<file path="src/design/rvu_pkg.sv">
`timescale 1ns / 1ps
// Shared types, widths and the power-curve table of the RMS VU meter.
package rvu_pkg;

  localparam int DATA_W     = 16;
  localparam int ADDR_W     = 4;
  localparam int PDATA_W    = 32;
  localparam int SQ_W       = 31;
  localparam int MEAN_W     = 31;
  localparam int RMS_W      = 16;
  localparam int COEF_W     = 16;
  localparam int CURVE_LOG2 = 8;
  localparam int CURVE_N    = 1 << CURVE_LOG2;
  localparam int CURVE_W    = 18;
  localparam int PROD_W     = RMS_W + DATA_W;
  localparam int POS_W      = PROD_W + CURVE_LOG2;
  localparam int FRAC_W     = 31;
  localparam int IDX_W      = POS_W - FRAC_W;
  localparam int INTERP_W   = CURVE_W + FRAC_W;
  localparam int STEP_W     = CURVE_W + COEF_W;

  typedef enum logic [1:0] {
    REG_ATTACK  = 2'd0,
    REG_RELEASE = 2'd1,
    REG_GAIN    = 2'd2,
    REG_CEILING = 2'd3
  } reg_idx_t;

  typedef struct packed {
    logic [DATA_W-1:0] attack_coef;
    logic [DATA_W-1:0] release_coef;
    logic [DATA_W-1:0] level_gain;
    logic [DATA_W-1:0] level_ceiling;
  } cfg_t;

  typedef struct packed {
    logic acc;
    logic load;
    logic div_step;
    logic sqrt_step;
    logic scale;
    logic lookup;
    logic interp;
    logic target;
    logic smooth;
    logic apply;
  } cmd_t;

  typedef logic [CURVE_W-1:0] curve_t [0:CURVE_N];

  // entry i: largest Y with Y^5 * N^3 <= i^3 * 2^81, i.e. Y <= 2^15 * (4i/N)^0.6
  function automatic curve_t curve_build();
    curve_t tab;
    logic [CURVE_W-1:0] y;
    logic [CURVE_W-1:0] t;
    logic [127:0] lhs;
    logic [127:0] rhs;
    logic [127:0] n3;
    int i;
    int b;
    n3 = 128'(CURVE_N) * 128'(CURVE_N) * 128'(CURVE_N);
    for (i = 0; i <= CURVE_N; i++) begin
      y = '0;
      rhs = (128'(i) * 128'(i) * 128'(i)) << 81;
      for (b = CURVE_W - 1; b >= 0; b--) begin
        t = y | (CURVE_W'(1) << b);
        lhs = 128'(t) * 128'(t) * 128'(t) * 128'(t) * 128'(t) * n3;
        if (lhs <= rhs) y = t;
      end
      tab[i] = y;
    end
    return tab;
  endfunction

  localparam curve_t CURVE = curve_build();

endpackage

</file>
<file path="src/design/rvu_ctrl.sv">
`timescale 1ns / 1ps
// Sequencer for the end-of-block level update.
module rvu_ctrl #(
  parameter int BLOCK_MAX = 4096
) (
  input  logic          clk,
  input  logic          rst,
  input  logic          sample_valid,
  input  logic          last_of_block,
  input  logic          out_free,
  output logic          sample_stall,
  output rvu_pkg::cmd_t cmd
);

  localparam int CNT_W  = $clog2(BLOCK_MAX + 1);
  localparam int SUM_W  = rvu_pkg::SQ_W + CNT_W - 1;
  localparam int CTR_W  = $clog2(SUM_W);

  typedef enum logic [8:0] {
    S_IDLE   = 9'b000000001,
    S_DIV    = 9'b000000010,
    S_ROOT   = 9'b000000100,
    S_SCALE  = 9'b000001000,
    S_LOOKUP = 9'b000010000,
    S_INTERP = 9'b000100000,
    S_TARGET = 9'b001000000,
    S_SMOOTH = 9'b010000000,
    S_APPLY  = 9'b100000000
  } state_t;

  state_t           state;
  state_t           state_next;
  logic [CTR_W-1:0] step;
  logic [CTR_W-1:0] step_next;

  always_comb begin
    state_next   = state;
    step_next    = step;
    cmd          = '0;
    sample_stall = last_of_block && (state != S_IDLE);
    cmd.acc      = sample_valid && !sample_stall;
    cmd.load     = cmd.acc && last_of_block;
    unique case (state)
      S_IDLE: begin
        if (cmd.load) begin
          state_next = S_DIV;
          step_next  = CTR_W'(SUM_W - 1);
        end
      end
      S_DIV: begin
        cmd.div_step = 1'b1;
        if (step == '0) begin
          state_next = S_ROOT;
          step_next  = CTR_W'(rvu_pkg::RMS_W - 1);
        end else begin
          step_next = step - CTR_W'(1);
        end
      end
      S_ROOT: begin
        cmd.sqrt_step = 1'b1;
        if (step == '0) state_next = S_SCALE;
        else step_next = step - CTR_W'(1);
      end
      S_SCALE: begin
        cmd.scale  = 1'b1;
        state_next = S_LOOKUP;
      end
      S_LOOKUP: begin
        cmd.lookup = 1'b1;
        state_next = S_INTERP;
      end
      S_INTERP: begin
        cmd.interp = 1'b1;
        state_next = S_TARGET;
      end
      S_TARGET: begin
        cmd.target = 1'b1;
        state_next = S_SMOOTH;
      end
      S_SMOOTH: begin
        cmd.smooth = 1'b1;
        state_next = S_APPLY;
      end
      S_APPLY: begin
        if (out_free) begin
          cmd.apply  = 1'b1;
          state_next = S_IDLE;
        end
      end
      default: state_next = S_IDLE;
    endcase
  end

  always_ff @(posedge clk) begin
    if (rst) begin
      state <= S_IDLE;
      step  <= '0;
    end else begin
      state <= state_next;
      step  <= step_next;
    end
  end

`ifndef NO_ASSERTIONS
  ap_one_cmd: assert property (@(posedge clk) disable iff (rst)
    $onehot0({cmd.load, cmd.div_step, cmd.sqrt_step, cmd.scale, cmd.lookup,
              cmd.interp, cmd.target, cmd.smooth, cmd.apply}))
    else $error("more than one datapath command at once");

  ap_load_starts_div: assert property (@(posedge clk) disable iff (rst)
    cmd.load |=> state == S_DIV)
    else $error("block end did not start the divider");

  ap_apply_free: assert property (@(posedge clk) disable iff (rst)
    cmd.apply |-> out_free)
    else $error("result written over an untaken beat");

  ap_div_to_root: assert property (@(posedge clk) disable iff (rst)
    (state == S_DIV && step == '0) |=> state == S_ROOT && step == CTR_W'(rvu_pkg::RMS_W - 1))
    else $error("divider did not hand over to the root unit");
`endif

endmodule
</file>
<file path="config.mk">
export PLATFORM = sky130hd
export DESIGN_NAME = rvu_ctrl
export DESIGN_NICKNAME = d
export VERILOG_FILES = /design/src/design/rvu_pkg.sv /design/src/design/rvu_ctrl.sv
export SDC_FILE = /design/constraint.sdc
export NUM_CORES = 1
export LEC_CHECK = 0
export BUFFER_PORTS_ARGS = -buffer_cell sky130_fd_sc_hd__buf_2
export CAP_MARGIN = 20
export CORE_ASPECT_RATIO = 1.75
export CORE_MARGIN = 8
export CORE_UTILIZATION = 40
export DETAILED_ROUTE_END_ITERATION = 8
export HOLD_SLACK_MARGIN = 0.06
export PLACE_DENSITY = 0.6
export SLEW_MARGIN = 5
export SYNTH_ARGS = -nofsm -noshare
export SYNTH_HDL_FRONTEND = slang
export SYNTH_SLANG_ARGS = --single-unit
</file>
<file path="constraint.sdc">
create_clock -name clk -period 2.3 [get_ports clk]
set_input_delay 0.46 -clock clk [delete_from_list [all_inputs] [get_ports clk]]
set_output_delay 0.46 -clock clk [all_outputs]
set_load 0.01 [all_outputs]
</file>
# Yosys cells after proc, flatten, opt, wreduce, memory -nomap -nowiden
# Cells that the tools add are included.
# classes
add_sub_neg	1
n_eq_ne	15
muxes	18
n_reduce_logical	8
# ops
cell	count
$pmux W9 S9	1
$mux W9	4
$mux W6	3
$pmux W6 S3	1
$ne A2 B2 Y1 const B	5
$eq A9 B1 Y1 const B	1
$eq A9 B2 Y1 const B	1
$eq A9 B3 Y1 const B	1
$eq A9 B4 Y1 const B	1
$eq A9 B5 Y1 const B	1
$eq A9 B6 Y1 const B	1
$eq A9 B7 Y1 const B	1
$eq A9 B8 Y1 const B	1
$eq A9 B9 Y1 const B	1
$mux W1	9
$ne A9 B1 Y1 const B	1
$logic_not A6 Y1	1
$sub A6 B1 Y6 const B	1
$reduce_and A4 Y1	1
$logic_and A1 B1 Y1	3
$reduce_and A3 Y1	1
$reduce_bool A3 Y1	1
$logic_not A1 Y1	1
# word_totals
ff_bits	15
out_inout_bits	11
word_cells	44

# Depth between registers and ports, before layout
# depth
ltp_word	7
ltp_mapped	7
depth_no_buf	7

# Least setup slack after synthesis
# No wires, ideal clock.
# synth_timing
path_type	reg2reg
from	register step[0]
to	register step[0]
arrival_time_ns	1.591
path_slack_ns	0.605
path_stages_with_launch	8
n_path_buf	0
path_cell_list	dfxtp_1 inv_1 ha_1 nor3b_2 a311oi_2 o21ai_1 nor3_1 a2111oi_2
# synth_via
elab_chain_cells	3
elab_cells_between_ends	7
classes_between	add/sub: 1; eq/ne: 1; mux: 3; reduce/logical: 2
# synth_rtl
element	line_no	text
from (decl)	rvu_ctrl.sv:33	logic [CTR_W-1:0] step;
from (signal assigned)	rvu_ctrl.sv:100	step <= step_next;
$sub A6 B1 Y6 / $logic_not A6 Y1 (equally long branches)	n/a	
$mux W6, or another cell as far along	rvu_ctrl.sv:61	if (step == '0) state_next = S_SCALE;
$pmux W6 S3 / $reduce_and A3 Y1 (equally long branches)	n/a	
# Parallel ways exist; a longest one is shown, timed or not. The select of a mux whose other input is x is not followed.
# A chain may end at the register's enable or synchronous reset.

==> results.py <==
metrics = {
    "setup_path": {
        "rrSetupSlack_ns": 0.37,
        "crit_slowest_cell": "dfxtp_1",
        "cp.arrival_ns": 1.67,
        "start_kind": "flop",
        "end_kind": "output port",
        "worst_r2r_endpoint": "state[5]$_SDFFE_PP0P_",
        "crit_path_max_fanout": 8,
        "cp_slowest_stage_delay_ns": 0.48,
        "ff2ff_path_depth": 5,
        "path_cells": "nor3b_2 > nand4b_1 > and2_1 > nor2b_1 > buf_2",
        "reg2reg_from": "state[6]$_SDFFE_PP0P_",
        "worstPathRequired_ns": 1.84,
        "crit_type": "flop to output port",
    },
    "power_and_ir_drop": {
        "combPwrFrac_pct": 37.6,
        "ir_worst_vdd_uv": 416.4,
        "cell_internal_pwr_uw": 548.5,
        "clkPwrFrac_pct": 25.3,
        "p_leak_uw": 0.0004516,
        "cellPowerDensity_nw_per_um2": 761.6,
        "switching_share_pct": 37.51,
        "p_seq_share_pct": 37.1,
        "switching_power_uw": 329.2,
    },
    "clock_network": {
        "cts-root-buf": "clkbuf_8",
        "cts_sinks": 15,
        "worstSkewPairLatency_ns": 0.25,
        "clockBufferDepth": 2,
        "htreeDepth": 1,
        "cts_inserted_buffers": 3,
        "postCtsHoldBufs": 0,
        "clk_pin_slew_ns": 0.07,
        "cts_tree": "yes",
    },
    "detailed_routing": {
        "drtAntennaViolNets": 0,
        "drc_errors": 0,
        "wire_per_inst_um": 15.22,
        "first_pass_iters": 4,
        "via_count": 975,
        "drt-total-wl_mm": 2.526,
        "viasPerCell": 5.873,
        "drtIter0Drc": 15,
    },
    "min_path": {
        "hold_depth": 2,
        "hold_start": "rst",
        "min_to": "step[5]$_SDFFE_PP0P_",
        "min_path_type": "primary input to flop",
    },
    "grt": {
        "grt_max_degree": 12,
        "grt_pass1_wl_mm": 4.105,
        "grt_usage_pct": 12.21,
        "antenna_found_initial": 0,
        "grt-ovfl-total": 0,
        "grt_pass1_vias": 965,
    },
    "cells_and_area": {
        "finalNonFillerCells": 166,
        "antennaDiodeCount": 0,
        "area_delta_synth_final_pct": 14.27,
        "nets": 147,
        "drive_above_1_share_pct": 27.86,
        "postLayoutCellArea_um2": 1152,
    },
    "synthesis": {
        "synth_top_cells_by_area": "dfxtp_1 30%, nor2_1 6.0%, nor3_1 4.0%, nand2_1 3.7%, nor4_1 3.1%",
        "postSynthNetCount": 131,
        "synth.distinct_cells": 46,
        "seq_area_frac_synth_pct": 29.78,
        "synth_common_cells": "16 x nor2_1, 15 x dfxtp_1, 10 x nand2_1",
        "post-synth-top-count-cell": "nor2_1",
        "synth-edff-count": 0,
        "synth_top_area_share_pct": 29.78,
        "ys_seq_elements": 15,
        "synth-async-reset-ratio_pct": 0,
        "ys_warn_count": 0,
        "syn_inst": 125,
        "synth_area_um2": 1008,
        "synth_area_leader_cell": "dfxtp_1",
        "synthFlopType": "dfxtp_1",
        "syn_area_per_cell_um2": 8.068,
    },
    "sta": {
        "fmax_mhz": 468.8,
        "max_slew_margin_pct": 73.74,
        "maxSlewViolCount": 0,
        "skew_ns": 0.003626,
        "hold_slack_ns": 0.5176,
        "setup_viol": 0,
        "period_minus_slack_ns": 2.133,
        "rsz0062_at_grt": "no",
        "worst_pin_slew_ns": 0.3910,
        "finalHoldViolations": 0,
        "timing.setup.tns_ns": 0,
        "fin_ws_ns": 0.1668,
        "period_share_pct": 92.75,
    },
    "placement": {
        "dp_slack_ns": 0.2453,
        "portBuffers": 15,
        "numPlacedInstances": 162,
        "gp_congestion": 0.8046,
        "dpl_cell_area_um2": 1092,
        "hpwlAfterDp_mm": 2.021,
    },
    "run_status": {
        "status": "completed",
    },
    "die": {
        "fp.dieW_um": 53.96,
        "start_util_pct": 41.46,
        "io_pins": 16,
        "die_area_um2": 4447,
        "num_rows": 24,
        "core_um2": 2432,
        "die_h_um": 82.43,
    },
    "run": {
        "max_cap_viol_count": 0,
    },
}
-- layer usage --
layer	global-route usage [%]	wire length [µm]
met1	11.13	895
met2	23.19	1467
met5	0	0
met3	2.151	84
met4	7.614	78
-- through the flow --
| stage | util (%) | total power (µW) |
|---|---|---|
| 3_5_place_dp | 44.91 | 659.1 |
| 5_1_grt | 47.38 | 937.8 |
| 4_1_cts | 46.91 | 884.8 |
| 3_3_place_gp | 44.91 | 652.5 |
| 2_1_floorplan | - | 584.8 |
| 6_report | 47.38 | 877.7 |
-- critical path: cells and delay by family, from the launching register on --
family                 cells  cell delay [ns]
flip-flops                 1             0.48
buffers and inverters      1             0.14
AND/OR/NAND/NOR            4             0.81
-- area by class of cell --
class,instances,area [µm²]
flip-flops and latches,15,300.3
fillers,250,1280
repair buffers,16,82.58
well taps,26,32.53
multi-input cells,99,665.6
clock inverters,1,7.507
inverters,6,22.52
clock buffers,3,41.29
-- timing repair --
action / 4_1_cts / 5_1_grt
buffers inserted: 0 / 0
endpoints found under the setup margin: 0 / 4
resized for setup: 0 / 2
-- kinds of logic after synthesis --
family | after synthesis | share of synthesized area, %
buf+inv | 11 | 5.334
flops | 15 | 29.78
fa+ha+maj | 1 | 1.240
simple gates | 65 | 38.84
mux | 1 | 1.117
xor+xnor | 3 | 2.606
compound gates | 29 | 21.09
-- power groups by stage --
stage               combinational [µW]  sequential [µW]  clock, µW
CTS                                330              325        230
global placement                   322              330          0
finish                             330              326        222
detailed placement                 328              331          0
floorplan                          272              313          0
global route                       364              331        243
-- placed cells by master (no fill, tap or decap), types with 2 or more instances in the layout --
| master | n |
|---|---|
| a211oi_1 | 2 |
| a21oi_1 | 6 |
| buf_2 | 15 |
| clkbuf_8 | 3 |
| dfxtp_1 | 15 |
| inv_1 | 6 |
| nand2_1 | 10 |
| nand2b_1 | 3 |
| nand3b_1 | 3 |
| nor2_1 | 16 |
| nor2b_1 | 3 |
| nor3_1 | 8 |
| nor3_2 | 2 |
| nor3b_2 | 2 |
| nor4_1 | 4 |
| o211ai_1 | 2 |
| o21ai_0 | 5 |
| o21ai_1 | 3 |
| or3b_2 | 2 |
| xor2_1 | 2 |
-- sequential cells by signal (all words and copies together), names as in the netlist --
name / flops
state: 9
step: 6
-- worst max-delay path by stage --
| stage | startpoint | to | slack, ns |
|---|---|---|---|
| final | state[0]$_SDFFE_PP1P_ | cmd[9] | 0.17 |
| after global routing | state[6]$_SDFFE_PP0P_ | cmd[7] | 0.05 |
| after CTS | state[8]$_SDFFE_PP0P_ | cmd[1] | 0.09 |
| after detailed placement | state[6]$_SDFFE_PP0P_ | state[5]$_SDFFE_PP0P_ | 0.25 |
| after global placement | state[5]$_SDFFE_PP0P_ | state[5]$_SDFFE_PP0P_ | 0.29 |
| after floorplan | step[0]$_SDFFE_PP0P_ | step[0]$_SDFFE_PP0P_ | 0.61 |
Note: power is estimated with default switching activity, not from simulation.
