`src/design/rvu_pkg.sv`:
```
`timescale 1ns / 1ps
// Shared types, widths and the power-curve table of the RMS VU meter.
package rvu_pkg;

  localparam int DATA_W     = 16;
  localparam int ADDR_W     = 4;
  localparam int PDATA_W    = 32;
  localparam int SQ_W       = 31;
  localparam int MEAN_W     = 31;
  localparam int RMS_W      = 16;
  localparam int COEF_W     = 16;
  localparam int CURVE_LOG2 = 8;
  localparam int CURVE_N    = 1 << CURVE_LOG2;
  localparam int CURVE_W    = 18;
  localparam int PROD_W     = RMS_W + DATA_W;
  localparam int POS_W      = PROD_W + CURVE_LOG2;
  localparam int FRAC_W     = 31;
  localparam int IDX_W      = POS_W - FRAC_W;
  localparam int INTERP_W   = CURVE_W + FRAC_W;
  localparam int STEP_W     = CURVE_W + COEF_W;

  typedef enum logic [1:0] {
    REG_ATTACK  = 2'd0,
    REG_RELEASE = 2'd1,
    REG_GAIN    = 2'd2,
    REG_CEILING = 2'd3
  } reg_idx_t;

  typedef struct packed {
    logic [DATA_W-1:0] attack_coef;
    logic [DATA_W-1:0] release_coef;
    logic [DATA_W-1:0] level_gain;
    logic [DATA_W-1:0] level_ceiling;
  } cfg_t;

  typedef struct packed {
    logic acc;
    logic load;
    logic div_step;
    logic sqrt_step;
    logic scale;
    logic lookup;
    logic interp;
    logic target;
    logic smooth;
    logic apply;
  } cmd_t;

  typedef logic [CURVE_W-1:0] curve_t [0:CURVE_N];

  // entry i: largest Y with Y^5 * N^3 <= i^3 * 2^81, i.e. Y <= 2^15 * (4i/N)^0.6
  function automatic curve_t curve_build();
    curve_t tab;
    logic [CURVE_W-1:0] y;
    logic [CURVE_W-1:0] t;
    logic [127:0] lhs;
    logic [127:0] rhs;
    logic [127:0] n3;
    int i;
    int b;
    n3 = 128'(CURVE_N) * 128'(CURVE_N) * 128'(CURVE_N);
    for (i = 0; i <= CURVE_N; i++) begin
      y = '0;
      rhs = (128'(i) * 128'(i) * 128'(i)) << 81;
      for (b = CURVE_W - 1; b >= 0; b--) begin
        t = y | (CURVE_W'(1) << b);
        lhs = 128'(t) * 128'(t) * 128'(t) * 128'(t) * 128'(t) * n3;
        if (lhs <= rhs) y = t;
      end
      tab[i] = y;
    end
    return tab;
  endfunction

  localparam curve_t CURVE = curve_build();

endpackage

```
`src/design/rvu_regs.sv`:
```
`timescale 1ns / 1ps
// APB register file holding the meter's ballistics and scaling settings.
module rvu_regs (
  input  logic                         clk,
  input  logic                         rst,
  input  logic                         psel,
  input  logic                         penable,
  input  logic                         pwrite,
  input  logic [rvu_pkg::ADDR_W-1:0]   paddr,
  input  logic [rvu_pkg::PDATA_W-1:0]  pwdata,
  output logic [rvu_pkg::PDATA_W-1:0]  prdata,
  output logic                         pready,
  output rvu_pkg::cfg_t                cfg
);

  localparam logic [rvu_pkg::DATA_W-1:0] ATTACK_RST  = 16'd16384;
  localparam logic [rvu_pkg::DATA_W-1:0] RELEASE_RST = 16'd5243;
  localparam logic [rvu_pkg::DATA_W-1:0] GAIN_RST    = 16'd29491;
  localparam logic [rvu_pkg::DATA_W-1:0] CEILING_RST = 16'd39322;

  rvu_pkg::reg_idx_t idx;
  logic              wr;

  assign idx    = rvu_pkg::reg_idx_t'(paddr[3:2]);
  assign wr     = psel && penable && pwrite;
  assign pready = 1'b1;

  always_ff @(posedge clk) begin
    if (rst) begin
      cfg.attack_coef   <= ATTACK_RST;
      cfg.release_coef  <= RELEASE_RST;
      cfg.level_gain    <= GAIN_RST;
      cfg.level_ceiling <= CEILING_RST;
    end else if (wr) begin
      unique case (idx)
        rvu_pkg::REG_ATTACK:  cfg.attack_coef   <= pwdata[rvu_pkg::DATA_W-1:0];
        rvu_pkg::REG_RELEASE: cfg.release_coef  <= pwdata[rvu_pkg::DATA_W-1:0];
        rvu_pkg::REG_GAIN:    cfg.level_gain    <= pwdata[rvu_pkg::DATA_W-1:0];
        rvu_pkg::REG_CEILING: cfg.level_ceiling <= pwdata[rvu_pkg::DATA_W-1:0];
        default: ;
      endcase
    end
  end

  always_comb begin
    unique case (idx)
      rvu_pkg::REG_ATTACK:  prdata = rvu_pkg::PDATA_W'(cfg.attack_coef);
      rvu_pkg::REG_RELEASE: prdata = rvu_pkg::PDATA_W'(cfg.release_coef);
      rvu_pkg::REG_GAIN:    prdata = rvu_pkg::PDATA_W'(cfg.level_gain);
      rvu_pkg::REG_CEILING: prdata = rvu_pkg::PDATA_W'(cfg.level_ceiling);
      default:              prdata = '0;
    endcase
  end

endmodule

```
`config.mk`:
```
export PLATFORM = sky130hd
export DESIGN_NAME = rvu_regs
export DESIGN_NICKNAME = d
export VERILOG_FILES = /design/src/design/rvu_pkg.sv /design/src/design/rvu_regs.sv
export SDC_FILE = /design/constraint.sdc
export NUM_CORES = 1
export LEC_CHECK = 0
export ABC_AREA = 1
export CAP_MARGIN = 20
export CORE_AREA = 2 2 66 80
export CTS_BUF_LIST = sky130_fd_sc_hd__clkbuf_2
export CTS_CLUSTER_SIZE = 25
export DETAILED_ROUTE_END_ITERATION = 8
export DIE_AREA = 0 0 68 82
export DONT_BUFFER_PORTS = 1
export PLACE_DENSITY = 0.79
export REMOVE_ABC_BUFFERS = 1
export SLEW_MARGIN = 20
export SYNTH_ARGS = -nofsm -noshare
export SYNTH_HDL_FRONTEND = slang
export SYNTH_SLANG_ARGS = --single-unit
```
`constraint.sdc`:
```
create_clock -name clk -period 1.3 [get_ports clk]
set_input_delay 0.195 -clock clk [delete_from_list [all_inputs] [get_ports clk]]
set_output_delay 0.195 -clock clk [all_outputs]
set_load 0.01 [all_outputs]
```
== Word-level counts from Yosys, hierarchy flattened ==
Index checks and enable logic that the tools add are counted.

* Eq/ne operators: 3
* Reduce and logical (&&, ||, !) cells: 7
* Mux-type cells: 1

{| class="wikitable"
|+ Operators by type and width
! cell !! count
|-
| $pmux W32 S4 || 1
|-
| $reduce_and A2 Y1 || 4
|-
| $eq A2 B2 Y1 const B || 2
|-
| $eq A2 B1 Y1 const B || 1
|-
| $logic_and A1 B1 Y1 || 2
|-
| $logic_not A2 Y1 || 1
|}

* Bits in registers: 64
* Logic and storage cells: 15

== Longest topological paths before layout ==
Gate-level depths: netlist of run 1.

* Depth after elaboration: 3
* Depth in mapped cells: 6
* Gate-level depth less buffers: 5

== Worst setup path after synthesis of run 1 ==
No wires, ideal clock.

* Kind: in2out
* Start: input port paddr[3] in the netlist's numbering
* End: output port prdata[10] in the netlist's numbering
* Path buffers: 1
* Slack: 0.269 ns
* Cell stages on the path: 4
* Data arrival time: 0.836 ns
* Required time: 1.105 ns
* Path through: nor2_1 > clkbuf_1 > nand2_1 > nand4_1

* Word-level cells in the longest chain between the ends: 2

{| class="wikitable"
|+ Ends and longest elaborated chain
! item !! RTL line !! text
|-
| from (decl) || rvu_regs.sv:9 || <nowiki>input logic [rvu_pkg::ADDR_W-1:0] paddr,</nowiki>
|-
| $eq A2 B2 Y1, or another cell as far along || rvu_regs.sv:46 || <nowiki>unique case (idx)</nowiki>
|-
| $pmux W32 S4 * || rvu_regs.sv:46 ||
|-
| to (decl) || rvu_regs.sv:11 || <nowiki>output logic [rvu_pkg::PDATA_W-1:0] prdata,</nowiki>
|}

Every way passes the cells marked *; elsewhere a longest branch is shown, timed or not. The select of a mux whose other input is x is not followed.

== Worst setup path in the final report of run 1 ==
* Start: register cfg[36] in the netlist's numbering
* End: output port prdata[4] in the netlist's numbering

* Word-level cells in the longest chain between the ends: 1

{| class="wikitable"
|+ Ends and longest elaborated chain
! item !! RTL line !! text
|-
| from (decl) || rvu_regs.sv:13 || <nowiki>output rvu_pkg::cfg_t cfg</nowiki>
|-
| $pmux W32 S4 || rvu_regs.sv:46 ||
|}

No other way between the ends. The select of a mux whose other input is x is not followed.

==> impl_metrics.csv, run 1 <==
group,metric,value,unit
synth,synth.area.top_cells,"dfxtp_1, nand2_1, nand3_1",
synth,post-synth-top-count-cell,"nand2_1",
power,p_total,3.61,mW
grt,grt_max_degree,65,
sta,clock_skew,0,ns
placed_design,globalplace.congestion,0.789,
finish,instances_no_fill,540,
sta,maxSlewViolCount,0,
worst_setup_path,cp_cell_sequence,"nand2_2, nand4_1",
grt,antenna_found_initial,0,
routing,viasPerCell,5.56,
sta,setup_violations,15,
synth,synth_seq_cells,64,
status,violations,"design-rule violations, negative setup slack",
worst_setup_path,worst_setup_path_start_kind,"flip-flop",
synth,asyncSetResetFlopFracSynth,0,%
finish,finalNetCount,516,
worst_setup_path,crit_fanout,3,
grt,grt_pass1_vias,2652,
sta,finalCriticalPeriod,1.36,ns
run,drv_cap,0,
finish,drive_gt1_share,27.1,%
synth,synth-edff-count,0,
synth,synth_cell_type_count,17,
sta,finalCritPeriodShare,105,%
routing,wirelength,8400,µm
finish,multiInputGateArea,1530,µm²
floorplanning,core-area,4830,µm²
sta,setup_ws,-0.0592,ns
sta,hold-worst-slack,0.0214,ns
floorplanning,start_util,62.5,%
cts,cts_tree,"done",
placed_design,portBuffers,0,
grt,grtUsageTotal,30.8,%
finish,diodes,0,
placed_design,placed_cells,506,
routing,vias,3001,
routing,postRouteAntennaNets,0,
cts,cts.clk_slew.worst_paths,0.17,ns
worst_setup_path,cp.arrival,1.16,ns
floorplanning,dieArea,5580,µm²
floorplanning,die-width,68,µm
worst_setup_path,critPathBufInv,0,
power,leakagePower,1.58,nW
min_path,hp-class,"input port to flip-flop",
finish,regMostFlops,"cfg",
synth,syn_avg_cell_area,6.66,µm²
floorplanning,fp.dieH,82,µm
grt,overflow,0,
placed_design,place_hpwl,5320,µm
synth,synth_top_cell_area_share,42.4,%
cts,insertion_delay,0.51,ns
cts,cts-root-buf,"clkbuf_2",
floorplanning,io_pins,138,
cts,cts_buffers,9,
worst_setup_path,slowest_delay,0.40,ns
synth,synth_area,3020,µm²
synth,yosysTopAreaCell,"dfxtp_1",
status,status,"finished with violations",
worst_setup_path,worstPathRequired,1.11,ns
power,power_density,1000,nW/µm²
finish,largest_register_ffs,64,
routing,wire_per_inst,15.5,µm
cts,htree_levels,3,
synth,synthTopCellsByCount,"nand2_1, nor2_1, dfxtp_1, nand3_1, buf_4",
routing,drc_errors,1,
routing,dr.first_iter.drc_count,230,
floorplanning,row_count,28,
synth,ys_warn_count,0,
sta,grt_setup_unrepaired,"true",
finish,fillers,392,
sta,fmax,0.736,GHz
finish,utilization,74.7,%
cts,clk_path_buf_depth,2,
worst_setup_path,crit_type,"flip-flop to output pin",
sta,hold_violations,0,
synth,synth_top_flop_cell,"dfxtp_1",
routing,drt_pre_antenna_iters,6,
worst_setup_path,end_kind,"output pin",
finish,area.growth.synth_to_final,19.4,%
finish,seq_area,1470,µm²
worst_setup_path,crit_slowest_cell,"dfxtp_4",
cts,cts_sinks,64,
synth,syn_inst,454,
worst_setup_path,critPathTopFamily,"flip-flops",
grt,grt_pass1_wl,12700,µm
synth,ys_seq_area_share,42.4,%
finish,top_regs,"cfg (64)",
power,ir_drop,654,µV
cts,post-cts-setup-buffer-count,0,
==> stage by stage <==
step / cell area (µm²) / setup slack [ns] / setup TNS (ns)
finish: 3610 / -0.0592 / -0.380
global route: 3610 / -0.0914 / -1.03
CTS: 3510 / -0.0533 / -0.362
global placement: 3080 / 0.104 / 0
floorplan: 2820 / -0.382 / -19.65
detailed placement: 3080 / 0.0798 / 0
==> path summary, 6_finish.rpt <==
kind	startpoint	slack, ns	to	cells past startpoint
setup / recovery	cfg[36]	-0.06	prdata[4]	2
hold / removal	paddr[3]	0.02	cfg[9]	4
setup reg to reg	cfg[47]	0.62	cfg[47]	2
hold reg to reg	cfg[15]	0.52	cfg[15]	2
==> worst min-delay path: cells and delay by family <==
| kind | cells | cell delay [ns] |
|---|---|---|
| AND/OR/NAND/NOR | 4 | 0.33 |
==> area by class of cell <==
type	count	share of cell area [%]
inverter	21	2.18
clock buffer	10	1.39
timing repair buffer	35	9.91
multi-input combinational	344	42.4
sequential	64	40.6
clock inverter	6	1.39
tap	60	2.08
==> cells in the final DEF (no fill, tap or decap) <==
master | netlist | layout
bufinv_16 | 0 | 1
inv_2 | 3 | 3
nand2_1 | 161 | 136
nand4_1 | 16 | 16
dfxtp_4 | 0 | 42
clkinv_2 | 0 | 1
nand3_1 | 64 | 64
clkinv_1 | 0 | 4
clkbuf_2 | 0 | 10
nor2_2 | 2 | 2
buf_12 | 0 | 4
dfxtp_2 | 0 | 22
dlygate4sd3_1 | 0 | 18
buf_4 | 21 | 13
nor2_4 | 5 | 6
inv_1 | 18 | 18
conb_1 | 2 | 17
nand2_2 | 0 | 25
nand3_2 | 1 | 1
o21ai_0 | 1 | 1
nor2_1 | 77 | 76
==> power by group <==
group	internal [mW]	leakage (nW)	switching [mW]	total (mW)
Clock	0.425	0.0659	0.709	1.13
Combinational	0.163	0.975	0.310	0.473
Sequential	1.94	0.540	0.0638	2.01
==> metal layers <==
layer / track usage, % / wire length [µm]
met1: 38.3 / 3230
met4: 12.4 / 154
met2: 49.6 / 4150
met5: 0 / 0
met3: 8.77 / 856
==> cell families (layout without fill, tap and decap cells) <==
kind of cell / after synthesis / after routing / share of synthesized area, %
AOI/OAI and AO/OA: 1 / 1 / 0.165
buffers and inverters: 61 / 72 / 11.1
DFF: 64 / 64 / 42.4
other: 2 / 17 / 0.248
and+or+nand+nor: 326 / 326 / 46.1
==> repair_timing <==
item	in CTS	in global routing
hold buffers	18	0
pin swaps	24	22
hold endpoints to repair	64	0
gates resized for setup	93	38
endpoints found under the setup margin	16	16
Note: power is estimated with default switching activity, not from simulation.
==> inputs of run 2 (changes only) <==
--- a/config.mk
+++ b/config.mk
@@ -7,14 +7,16 @@
 export LEC_CHECK = 0
 export ABC_AREA = 1
 export CAP_MARGIN = 20
-export CORE_AREA = 2 2 66 80
+export CORE_AREA = 2 2 69 84
 export CTS_BUF_LIST = sky130_fd_sc_hd__clkbuf_2
 export CTS_CLUSTER_SIZE = 25
 export DETAILED_ROUTE_END_ITERATION = 8
-export DIE_AREA = 0 0 68 82
+export DIE_AREA = 0 0 71 86
 export DONT_BUFFER_PORTS = 1
-export PLACE_DENSITY = 0.79
+export PLACE_DENSITY = 0.75
+export RECOVER_POWER = 100
 export REMOVE_ABC_BUFFERS = 1
+export SETUP_SLACK_MARGIN = 0.4
 export SLEW_MARGIN = 20
 export SYNTH_ARGS = -nofsm -noshare
 export SYNTH_HDL_FRONTEND = slang
==> constraint.sdc (replaced) <==
create_clock -name clk -period 1.2 [get_ports clk]
set_input_delay 0.18 -clock clk [delete_from_list [all_inputs] [get_ports clk]]
set_output_delay 0.18 -clock clk [all_outputs]
set_load 0.01 [all_outputs]
==> impl_metrics.csv, run 2 (synthesis gave the netlist of run 1 again) <==
group,metric,value,unit
worst_setup_path,crit_fanout,3,
grt,overflow,0,
worst_setup_path,r2r_start,"cfg[62]",
finish,instances_no_fill,547,
worst_setup_path,slowest_delay,0.40,ns
routing,wirelength,8430,µm
status,status,"finished with violations",
cts,insertion_delay,0.51,ns
cts,htree_levels,3,
worst_setup_path,crit_slowest_cell,"dfxtp_4",
floorplanning,row_count,29,
finish,design_area,3700,µm²
grt,grtUsageTotal,27.6,%
placed_design,portBuffers,0,
worst_setup_path,cp.arrival,1.16,ns
power,p_total,3.88,mW
worst_setup_path,crit_type,"flip-flop to output pin",
worst_setup_path,end_kind,"output pin",
sta,hold-worst-slack,0.0140,ns
min_path,hp-class,"input port to flip-flop",
placed_design,placed_cell_area,3130,µm²
worst_setup_path,worst_setup_path_start_kind,"flip-flop",
finish,multiInputGateArea,1520,µm²
finish,fillers,464,
routing,postRouteAntennaNets,0,
finish,seq_area,1510,µm²
floorplanning,die-width,71,µm
min_path,hp-start,"rst",
worst_setup_path,critPathTopFamily,"flip-flops",
sta,grt_setup_unrepaired,"true",
finish,regMostFlops,"cfg",
routing,drc_errors,0,
placed_design,place_hpwl,5430,µm
worst_setup_path,critPathLaunch,"cfg[54]",
floorplanning,fp.dieH,86,µm
sta,setup_violations,16,
sta,finalCritPeriodShare,111,%
finish,top_regs,"cfg (64)",
sta,fmax,0.749,GHz
finish,layout_commonest_cell,"nand2_1",
sta,setup_ws,-0.136,ns
grt,grt_pass1_wl,13200,µm
sta,finalCriticalPeriod,1.34,ns
routing,viasPerCell,5.43,
cts,clk_path_buf_depth,2,
routing,vias,2968,
grt,grt_max_degree,65,
sta,clock_skew,0,ns
floorplanning,start_util,57.5,%
grt,antenna_found_initial,0,
power,ir_drop,578,µV
grt,grt_pass1_vias,2792,
worst_setup_path,worstPathRequired,1.02,ns
cts,cts_sinks,64,
finish,drive_gt1_share,27.4,%
run,drv_cap,0,
power,leakagePower,1.63,nW
worst_setup_path,cp_cell_sequence,"nand2_1, nand4_1",
finish,largest_register_ffs,64,
cts,cts-root-buf,"clkbuf_2",
power,power_density,1050,nW/µm²
floorplanning,core-area,5260,µm²
cts,hold_buffers,17,
floorplanning,dieArea,6110,µm²
worst_setup_path,critPathBufInv,0,
finish,finalNetCount,521,
sta,hold_violations,0,
placed_design,globalplace.congestion,0.807,
cts,cts_tree,"done",
floorplanning,io_pins,138,
cts,cts_buffers,9,
routing,dr.first_iter.drc_count,184,
routing,wire_per_inst,15.4,µm
sta,maxSlewViolCount,0,
finish,mostFrequentLayoutCells,"nand2_1, nor2_1, nand3_1",
cts,cts.clk_slew.worst_paths,0.19,ns
status,violations,"negative setup slack",
finish,diodes,0,
routing,drt_pre_antenna_iters,4,
placed_design,placed_cells,512,
finish,area.growth.synth_to_final,22.4,%
run 2: cell types whose count changed in the layout (fill, tap and decap cells not counted):
cell            change
dfxtp_2            -19
dfxtp_1             +1
dlygate4sd3_1       -2
dlymetal6s4s_1      +1
buf_4               +5
nand2_2             -4
clkinv_1            -2
dfxtp_4            +18
buf_12              +1
nand2_1             +4
clkinv_2            +1
clkbuf_2            +1
run 2: where the power goes:
group,internal [mW],leakage [nW],switching (mW)
combinational,0.186,1.02,0.331
clock,0.479,0.0708,0.750
sequential,2.07,0.545,0.0684
total,2.74,1.63,1.15
run 2: worst paths after layout:
path,to,slack [ns],depth (start not counted)
worst max register to register,cfg[62],0.54,2
worst min register to register,cfg[32],0.51,2
worst min-delay path,cfg[7],0.01,3
worst max-delay path,prdata[6],-0.14,2
run 2: timing repair:
item                                    in CTS  in global routing
buffers inserted                             0                  2
pin swaps                                   23                 11
endpoints found under the setup margin      80                 81
gates resized for setup                    106                 40
endpoints found under the hold margin       64                  9
run 2: worst reg2reg max path: cells and delay by family (launching register included):
kind | cells | cell delay, ns
AO/OA/AOI/OAI | 1 | 0.08
AND/OR/NAND/NOR | 1 | 0.09
flip-flops | 1 | 0.40
run 2: layer usage:
| layer | global-route usage (%) | wire, µm |
|---|---|---|
| met5 | 0 | 0 |
| met4 | 10.8 | 97 |
| met3 | 9.28 | 693 |
| met2 | 44.6 | 4250 |
| met1 | 34.0 | 3390 |
run 2: layout make-up:
type / count / area share [%]
multi-input cells: 344 / 41.1
clock inverters: 5 / 1.29
inverters: 21 / 2.13
flip-flops and latches: 64 / 40.8
repair buffers: 40 / 11.0
clock buffers: 11 / 1.49
well taps: 62 / 2.10
run 2: metrics by stage:
stage,worst slack (ns),TNS (ns),utilization (%)
floorplan,-0.467,-26.12,-
detailed placement,0.0120,0,59.4
global placement,0.0608,0,59.4
finish,-0.136,-1.52,70.3
CTS,-0.119,-1.59,68.1
global route,-0.191,-2.65,70.3
